File: src/hdl/ivrp_pkg.sv
// shared types, constants and reset tables of the indexed video register port
package ivrp_pkg;

  localparam int REGISTER_SLOTS = 37;
  localparam int SCREEN_CELLS   = 2000;
  localparam int TEXT_ROWS      = 25;
  localparam int MEM_ADDR_BITS  = 16;

  localparam int MEM_DEPTH  = 1 << MEM_ADDR_BITS;
  localparam int REG_IDX_W  = $clog2(REGISTER_SLOTS);
  localparam int ADDR_W     = 16;
  localparam int FILL_CNT_W = 9;

  // access kinds
  localparam logic [1:0] FUNC_READ  = 2'd0;
  localparam logic [1:0] FUNC_PEEK  = 2'd1;
  localparam logic [1:0] FUNC_WRITE = 2'd2;

  // register indexes
  localparam logic [7:0] REG_TEXT_ROWS  = 8'd6;
  localparam logic [7:0] REG_CURSOR_A   = 8'd9;
  localparam logic [7:0] REG_CURSOR_B   = 8'd11;
  localparam logic [7:0] REG_ADDR_HI    = 8'd18;
  localparam logic [7:0] REG_ADDR_LO    = 8'd19;
  localparam logic [7:0] REG_ATTR_HI    = 8'd20;
  localparam logic [7:0] REG_ATTR_LO    = 8'd21;
  localparam logic [7:0] REG_CHAR_H     = 8'd22;
  localparam logic [7:0] REG_CHAR_V     = 8'd23;
  localparam logic [7:0] REG_BLOCK_CTRL = 8'd24;
  localparam logic [7:0] REG_COLOR      = 8'd26;
  localparam logic [7:0] REG_ADDR_INC   = 8'd27;
  localparam logic [7:0] REG_CHAR_BASE  = 8'd28;
  localparam logic [7:0] REG_WORD_COUNT = 8'd30;
  localparam logic [7:0] REG_DATA       = 8'd31;

  localparam logic [7:0] STATUS_BYTE  = 8'h98;
  localparam logic [7:0] NO_REG_BYTE  = 8'hFF;
  localparam int         COPY_BIT     = 7;
  localparam int         ATTR_BASE    = 32'h0800;
  localparam logic [7:0] SPACE_CHAR   = 8'h20;
  localparam logic [7:0] DEFAULT_ATTR = 8'h0F;

  typedef struct packed {
    logic [1:0] func;
    logic       port;
    logic [7:0] write_data;
  } ivrp_in_t;

  typedef struct packed {
    logic [7:0] read_data;
    logic       frame_changed;
  } ivrp_out_t;

  // commands to the update address unit
  typedef struct packed {
    logic       ld_hi;
    logic       ld_lo;
    logic       inc;
    logic       ld_cnt;
    logic [7:0] data;
  } ivrp_addr_cmd_t;

  typedef struct packed {
    logic [ADDR_W-1:0] addr;
    logic              cnt_last;
  } ivrp_addr_sts_t;

  function automatic logic [7:0] reg_default(input logic [7:0] idx);
    logic [7:0] v;
    case (idx)
      REG_TEXT_ROWS:  v = 8'(TEXT_ROWS);
      REG_CURSOR_A:   v = 8'h07;
      REG_CURSOR_B:   v = 8'h07;
      REG_ATTR_HI:    v = 8'h08;
      REG_ATTR_LO:    v = 8'h00;
      REG_CHAR_H:     v = 8'h78;
      REG_CHAR_V:     v = 8'h08;
      REG_COLOR:      v = 8'hF0;
      REG_ADDR_INC:   v = 8'h01;
      REG_CHAR_BASE:  v = 8'h20;
      default:        v = 8'h00;
    endcase
    return v;
  endfunction

  function automatic logic [7:0] vram_init(input logic [MEM_ADDR_BITS-1:0] a);
    logic [31:0] ax;
    logic [7:0]  v;
    ax = 32'(a);
    if (ax >= 32'(ATTR_BASE) && ax < 32'(ATTR_BASE + SCREEN_CELLS)) begin
      v = DEFAULT_ATTR;
    end else if (ax < 32'(SCREEN_CELLS)) begin
      v = SPACE_CHAR;
    end else begin
      v = 8'h00;
    end
    return v;
  endfunction

  function automatic logic display_affecting(input logic [7:0] r);
    return r inside {[8'd9:8'd15], [8'd20:8'd26], 8'd28, 8'd29};
  endfunction

endpackage

File: src/hdl/ivrp_addr_unit.sv
// update address register with shared incrementer and fill byte counter
module ivrp_addr_unit
  import ivrp_pkg::*;
(
  input  logic           clk,
  input  logic           rst_n,
  input  ivrp_addr_cmd_t cmd,
  output ivrp_addr_sts_t sts
);

  logic [ADDR_W-1:0]     addr_r, addr_nxt;
  logic [FILL_CNT_W-1:0] cnt_r, cnt_nxt;

  always_comb begin
    addr_nxt = addr_r;
    cnt_nxt  = cnt_r;
    if (cmd.ld_hi) begin
      addr_nxt = {cmd.data, addr_r[7:0]};
    end else if (cmd.ld_lo) begin
      addr_nxt = {addr_r[ADDR_W-1:8], cmd.data};
    end else if (cmd.inc) begin
      addr_nxt = addr_r + ADDR_W'(1);
    end
    if (cmd.ld_cnt) begin
      // zero count means a full 256 bytes
      cnt_nxt = (cmd.data == 8'h00) ? FILL_CNT_W'(256) : FILL_CNT_W'(cmd.data);
    end else if (cmd.inc && cnt_r != '0) begin
      cnt_nxt = cnt_r - FILL_CNT_W'(1);
    end
  end

  always_ff @(posedge clk) begin
    if (!rst_n) begin
      addr_r <= '0;
      cnt_r  <= '0;
    end else begin
      addr_r <= addr_nxt;
      cnt_r  <= cnt_nxt;
    end
  end

  assign sts.addr     = addr_r;
  assign sts.cnt_last = (cnt_r == FILL_CNT_W'(1));

endmodule

File: config.mk
export PLATFORM = sky130hd
export DESIGN_NAME = ivrp_addr_unit
export DESIGN_NICKNAME = d
export VERILOG_FILES = /design/src/hdl/ivrp_pkg.sv /design/src/hdl/ivrp_addr_unit.sv
export SDC_FILE = /design/constraint.sdc
export NUM_CORES = 1
export LEC_CHECK = 0
export BUFFER_PORTS_ARGS = -buffer_cell sky130_fd_sc_hd__buf_2
export CAP_MARGIN = 5
export CORE_UTILIZATION = 55
export CTS_BUF_LIST = sky130_fd_sc_hd__clkbuf_4 sky130_fd_sc_hd__clkbuf_8
export DETAILED_ROUTE_END_ITERATION = 6
export PLACE_DENSITY_LB_ADDON = 0.05
export SLEW_MARGIN = 20
export SYNTH_ARGS = -nofsm -noshare
export SYNTH_HDL_FRONTEND = slang
export SYNTH_SLANG_ARGS = --single-unit
export TNS_END_PERCENT = 50
File: constraint.sdc
create_clock -name clk -period 2.21 [get_ports clk]
set_input_delay 0.3315 -clock clk [delete_from_list [all_inputs] [get_ports clk]]
set_output_delay 0.3315 -clock clk [all_outputs]
set_load 0.02 [all_outputs]
==> impl_results.md, run 1 <==
- Run status: finished clean
- Final std cells w/o fill: ~250
- Yosys top cell area share: 32.8%
- Post-CTS Hold Buffers: 0
- Worst slew pin tran: about 0.54 ns
- Die Height: about 55 um
- Yosys top cell by area: dfxtp_1
- Post-CTS Setup Inserts: 0
- H-Tree Depth: 1
- Hold Slack: about 0.32 ns
- Die area: roughly 3000 um^2
- FP Rows: 18
- Area added between synthesis and finish: 12.4%
- DR vias: roughly 1,500
- CTS tree: yes
- Fmax: ~0.51 GHz
- 1st-pass router iterations: 5
- Syn avg cell area: around 8.0 um^2
- Routed len/inst: between 15 and 20 um
- Post-Syn Nets: about 210
- Reg-to-reg endpoint: addr_r[10]
- CTS Buf Count: 3
- Unrepaired setup endpoints after global routing: no
- Placed Instances: about 240
- Clock root cell: clkbuf_4
- Nets@finish: 237
- Global-route wire length before repair: 5910 um
- Worst-case reg-to-reg path depth: 5
- Maximum vdd drop: 390 uV
- Hold depth: 2
- Cells after synthesis: approximately 190
- P_leak: 0.676 nW
- Total grt overflow: 0
- Die X: about 55 um
- Crit path launch type: flop
- Maximum buffer depth of the clock tree: 2
- Worst skew pair latency: roughly 0.32 ns
- Total track usage: between 20% and 30%
- Async set-reset flop share out of synthesis: 0%
- Synth Register Bits: 25
- Setup violations, final: 0
- DRC: 0
- Fin crit share: between 80% and 90%
- CTS Sinks: 25
- DRT iter0 DRCs: 54
- WP data required: 1.88 ns
- IO Count: 31
- Number of max-cap violations: 0
- Sequential fraction of the synthesis area: between 30 and 40%
- Syn Std Cell Area: approximately 1500 um^2
- # resized after CTS: 0
- Vias in the first global route: 1,343
- Port bufs: 30
- Share of cells above drive strength 1: 18.8%
- Setup_tns: 0 ns
- DR vias/cell: ~6.2
- EDFF count, synth: 0
- Total routed wirelength: 3830 um
- Fill count: 220
- Critical Path Fanout Max: 6
- PD cells: between 500 and 600 nW/um^2
- Core ar.: about 2500 um^2
- Final Wtd Congestion: approximately 0.85
- Primary FF master, synth: dfxtp_1
- Max Slew Vio Count: 0
- Initial antenna violation count: 0
- Routed Antenna Nets: 0
- Fin. Hold Viols: 0
- Commonest cells post-synth: 25 x dfxtp_1, 19 x o21ai_0, 18 x a21oi_1
- Setup slack, reg-to-reg: ~0.43 ns
- Hold crit path type: primary input to flop
- CP arrival: between 1.5 and 2 ns
- Reg2reg start: addr_r[0]
- Hold Crit Start: cmd[11]
- Synth cell types: 46
- Final Skew: 0.00379 ns
- Clock transition at path regs: around 0.14 ns
- Pre-CTS WS: roughly 0.47 ns
- Initial Utilization: about 60%
- Synth warn: 0
- DPL Wire Length: around 2800 um
- Maximum number of pins on one net before global-route repair: 23
- Setup slack after layout: approximately 0.24 ns
- Slew HR: a little under two thirds
- Count leader, synth: dfxtp_1
- Post-layout minimum cycle time: ~2.0 ns
- Synth top area cells: dfxtp_1 33%, o21ai_0 6.2%, a21oi_1 5.9%, xnor2_1 3.4%, ha_1 3.3%
- Crit Path Class: flop to output pin
- Min-Delay Endpoint: addr_r[14]
- Ant diodes: 0
- Critical path endpoint category: output pin
[layout by cell type, fill, tap and decap left out, drive strengths merged, types with 2 or more instances in the layout]
master	netlist	final
a211oi	3	3
a21oi	18	18
a311oi	2	2
a31o	2	2
a31oi	4	4
a32o	2	2
and3b	2	2
buf	2	31
clkbuf	6	3
dfxtp	25	25
ha	4	4
inv	9	9
mux2i	4	4
nand2	12	12
nand2b	6	6
nand3	6	6
nand4	6	6
nor2	12	12
nor3	6	6
nor4	5	5
o211ai	2	2
o21ai	19	19
o21bai	2	2
o311a	2	2
o31ai	4	4
o41ai	2	2
or3	4	4
xnor2	6	6
[worst max-delay path by stage]
| stage | cells past startpoint | slack (ns) | startpoint | to |
|---|---|---|---|---|
| floorplan | 5 | 0.50 | addr_r[0] | addr_r[12] |
| global placement | 5 | 0.55 | addr_r[0] | addr_r[12] |
| detailed placement | 5 | 0.47 | addr_r[0] | addr_r[12] |
| CTS | 4 | 0.25 | cnt_r[2] | sts[0] |
| global route | 4 | 0.14 | cnt_r[2] | sts[0] |
| finish | 4 | 0.24 | cnt_r[2] | sts[0] |
[worst max-delay path, cell delays in order (launching register included)]
cell and delay, ns:
dfxtp_1 0.38, or3_1 0.45, nor2_1 0.16, and3b_1 0.17, buf_2 0.15
[cells by family (layout without fill, tap and decap cells)]
family | Yosys count | count (layout) | synth area share, %
flip-flops | 25 | 25 | 32.8
AND/OR/NAND/NOR | 66 | 66 | 23.4
buffers and inverters | 17 | 44 | 4.42
XOR/XNOR | 7 | 7 | 4.01
AO/OA/AOI/OAI | 68 | 68 | 29.5
multiplexers | 4 | 4 | 2.62
adder cells (fa/ha/maj) | 4 | 4 | 3.28
[per-stage QoR]
| step | cell area, um^2 | total power [mW] | util, % |
|---|---|---|---|
| after detailed placement | 1690 | 0.782 | 66.4 |
| final | 1720 | 0.987 | 67.5 |
| after global placement | 1690 | 0.774 | 66.4 |
| after CTS | 1720 | 0.990 | 67.5 |
| after floorplan | 1530 | 0.706 | - |
| after global routing | 1720 | 1.03 | 67.5 |
[final cells by class]
cell class	instances	area (um^2)	area share [%]
Inverter	9	33.8	1.97
Clock buffer	3	22.5	1.31
Tap cell	30	37.5	2.19
Sequential cell	25	500	29.2
Timing Repair Buffer	31	158	9.18
Clock inverter	1	5.00	0.292
Multi-Input combinational cell	149	960	55.9
[power by group]
part | internal, mW | switching [mW]
clock network | 0.0679 | 0.143
registers | 0.483 | 0.0406
logic | 0.101 | 0.151
[routing by layer]
| metal | vias up | wire (um) | track usage [%] | part of all wire (%) |
|---|---|---|---|---|
| li1 | 777 | - | - | - |
| met1 | 698 | 1700 | 33.6 | 44 |
| met2 | 64 | 1850 | 47.6 | 48 |
| met3 | 6 | 237 | 4.44 | 6.2 |
| met4 | 0 | 42 | 12.0 | 1.1 |
| met5 | - | 0 | 0 | 0 |
[state kept, by name, indices dropped and copies added, names as in the netlist]
signal,cells
cnt_r,9
addr_r,16
Power figures use the tool's default switching activity.
==> run 2: changes to the inputs <==
==> constraint.sdc (replaced) <==
create_clock -name clk -period 2.4 [get_ports clk]
set_input_delay 0.12 -clock clk [delete_from_list [all_inputs] [get_ports clk]]
set_output_delay 0.12 -clock clk [all_outputs]
set_load 0.02 [all_outputs]
==> run 2 against run 1 <==
  * Core utilization down 0.20 points
  * Clock skew down 0.0022 ns
  * Power down 7.0%
  * Highest routed layer unchanged
  * Worst setup slack better by 0.36 ns
  * Non-clock buffer count down 1
  * Register-to-register slack better by 0.17 ns
  * Sequential share of layout area up 0.085 points
  * Design area down 0.29%
  * Wire length down 1.6%
  * Combinational power down 9.5%
  * Count of clock-buffer cells in the layout up 1
==> impl_results.md, run 2 (synthesis gave the netlist of run 1 again) <==
- Run status: finished clean
- Crit path launch type: flop
- Slew HR: 60.7% (-2.8 points)
- CTS tree: yes
- H-Tree Depth: 1 (unchanged)
- CTS Buf Count: 3 (unchanged)
- Hold crit path type: primary input to flop
- DR vias/cell: 6.18 (-0.76%)
- Initial antenna violation count: 0 (unchanged)
- Most frequent cells in the layout: 30 x buf_2, 25 x dfxtp_1, 19 x o21ai_0, 18 x a21oi_1
- Fin. Hold Viols: 0 (unchanged)
- Post-CTS Setup Inserts: 0 (unchanged)
- Post-layout minimum cycle time: 1.80 ns
- Total track usage: 27.5% (-0.23 points)
- Crit Path Class: flop to flop
- 1st-pass router iterations: 4 (-1)
- # resized after CTS: 0 (unchanged)
- Multi-input gate area: 960 um^2 (unchanged)
- Critical Path Fanout Max: 8 (+2)
- Ant diodes: 0 (unchanged)
- Area added between synthesis and finish: 12.0%
- Vias in the first global route: 1,312 (-2.3%)
- Die Height: 54.7 um (unchanged)
- WP data required: 2.61 ns (+0.73 ns)
- P_leak: 0.672 nW (-0.61%)
- CP arrival: 2.01 ns (+0.37 ns)
- Fmax: around 0.56 GHz
- Reg with most FFs: addr_r
- Global-route wire length before repair: 5870 um (-0.59%)
- Clock root cell: clkbuf_4
- Number of max-cap violations: 0 (unchanged)
- Maximum number of pins on one net before global-route repair: 24 (+4.3%)
- Core ar.: 2540 um^2 (unchanged)
- Critical path endpoint category: flop
- Die area: 2990 um^2 (unchanged)
- DRC: 0 (unchanged)
- Sw frac: 33.2% (-0.71 points)
- Clock transition at path regs: 0.14 ns (about the same)
- Routed Antenna Nets: 0 (unchanged)
- Largest regs: addr_r x16, cnt_r x9
- Worst slew pin tran: 0.586 ns (+0.0410 ns)
- Sequential cell area: 500 um^2 (unchanged)
- Total routed wirelength: 3770 um (-1.6%)
- Share of cells above drive strength 1: 18.4% (-0.37 points)
- Maximum vdd drop: 384 uV (-1.6%)
- Clock power frac: 22.6% (+1.2 points)
- Nets@finish: 236 (-0.42%)
- Maximum buffer depth of the clock tree: 2 (unchanged)
- Final Skew: 0.00158 ns (-0.00221 ns)
- Most common cell after layout, fill and taps aside: buf_2
- Total grt overflow: 0 (unchanged)
- Unrepaired setup endpoints after global routing: no
- DRT iter0 DRCs: 40 (-26%)
- Pre-CTS WS: 0.650 ns (+0.178 ns)
- Die X: 54.7 um (unchanged)
- DR vias: 1,527 (-1.2%)
- Sequential share of power: 52.6% (-0.5 points)
- Worst skew pair latency: 0.32 ns (about the same)
- FP Rows: 18 (unchanged)
- Routed len/inst: 15.2 um (-1.2%)
- Fill count: 242 (+10%)
- Combinational share of power: 24.8% (-0.7 points)
- Setup_tns: 0 ns (unchanged)
- Port bufs: 30 (unchanged)
- Int Pwr: 613 uW (-6.0%)
- Max Slew Vio Count: 0 (unchanged)
- DPL Wire Length: 2780 um (-1.5%)
- CTS Sinks: 25 (unchanged)
- Post-CTS Hold Buffers: 0 (unchanged)
- IO Count: 31 (unchanged)
- Max FFs per register: 16 (unchanged)
- Final Wtd Congestion: 0.817 (-4.3%)
- PD cells: 536 nW/um^2 (-6.7%)
- Initial Utilization: 60.0% (unchanged)
- Setup slack after layout: 0.600 ns (+0.361 ns)
- Net Switching: 305 uW (-8.9%)
- Fin crit share: between 70% and 80%
- Setup violations, final: 0 (unchanged)
-- run 2: cell count changes in the layout (fill, tap and decap cells not counted), sizes merged --
cell / previous run / this run
clkbuf: 3 / 4
buf: 31 / 30
clkinv: 1 / 0
-- run 2: layer usage --
layer | up-vias | part of all wire (%) | GRT usage [%]
li1 | 772 | - | -
met1 | 710 | 45 | 34.4
met5 | - | 0 | 0
met4 | 0 | 0.77 | 7.69
met3 | 4 | 4.8 | 3.61
met2 | 41 | 49 | 48.4
-- run 2: power by group through the flow --
stage | Combinational, mW | Sequential [mW] | Clock (mW)
global route | 0.253 | 0.488 | 0.223
global placement | 0.222 | 0.489 | 0
detailed placement | 0.227 | 0.491 | 0
floorplan | 0.145 | 0.505 | 0
finish | 0.228 | 0.483 | 0.207
CTS | 0.228 | 0.482 | 0.210
-- run 2: worst paths after layout --
check               end        from  slack, ns  cells past startpoint
min reg2reg  addr_r[15]  addr_r[14]       0.56                      2
min            cnt_r[1]      cmd[1]       0.11                      3
max          addr_r[10]   addr_r[0]       0.60                      5
max reg2reg  addr_r[10]   addr_r[0]       0.60                      5
-- run 2: layout make-up --
class / count / area share [%]
Multi-Input combinational cell: 149 / 56.1
Timing Repair Buffer: 30 / 8.77
Tap cell: 30 / 2.19
Sequential cell: 25 / 29.2
Clock buffer: 4 / 1.75
Inverter: 9 / 1.97
-- run 2: worst max-delay path, stage by stage, from the launching register on --
cell and delay [ns]:
dfxtp_1 0.48, ha_1 0.25, nand4_1 0.27, nor4_1 0.45, xnor2_1 0.17, a21oi_1 0.08
-- run 2: per-stage QoR --
step           utilization (%)  cells  hold WS [ns]  total power [mW]  area, um^2
6_report                  67.3    247         0.108             0.918        1710
5_1_grt                   67.3    247         0.120             0.964        1710
4_1_cts                   67.3    247         0.103             0.921        1710
3_5_place_dp              66.1    243         0.444             0.718        1680
3_3_place_gp              66.1    243         0.441             0.711        1680
2_1_floorplan                -    191         0.280             0.650        1530
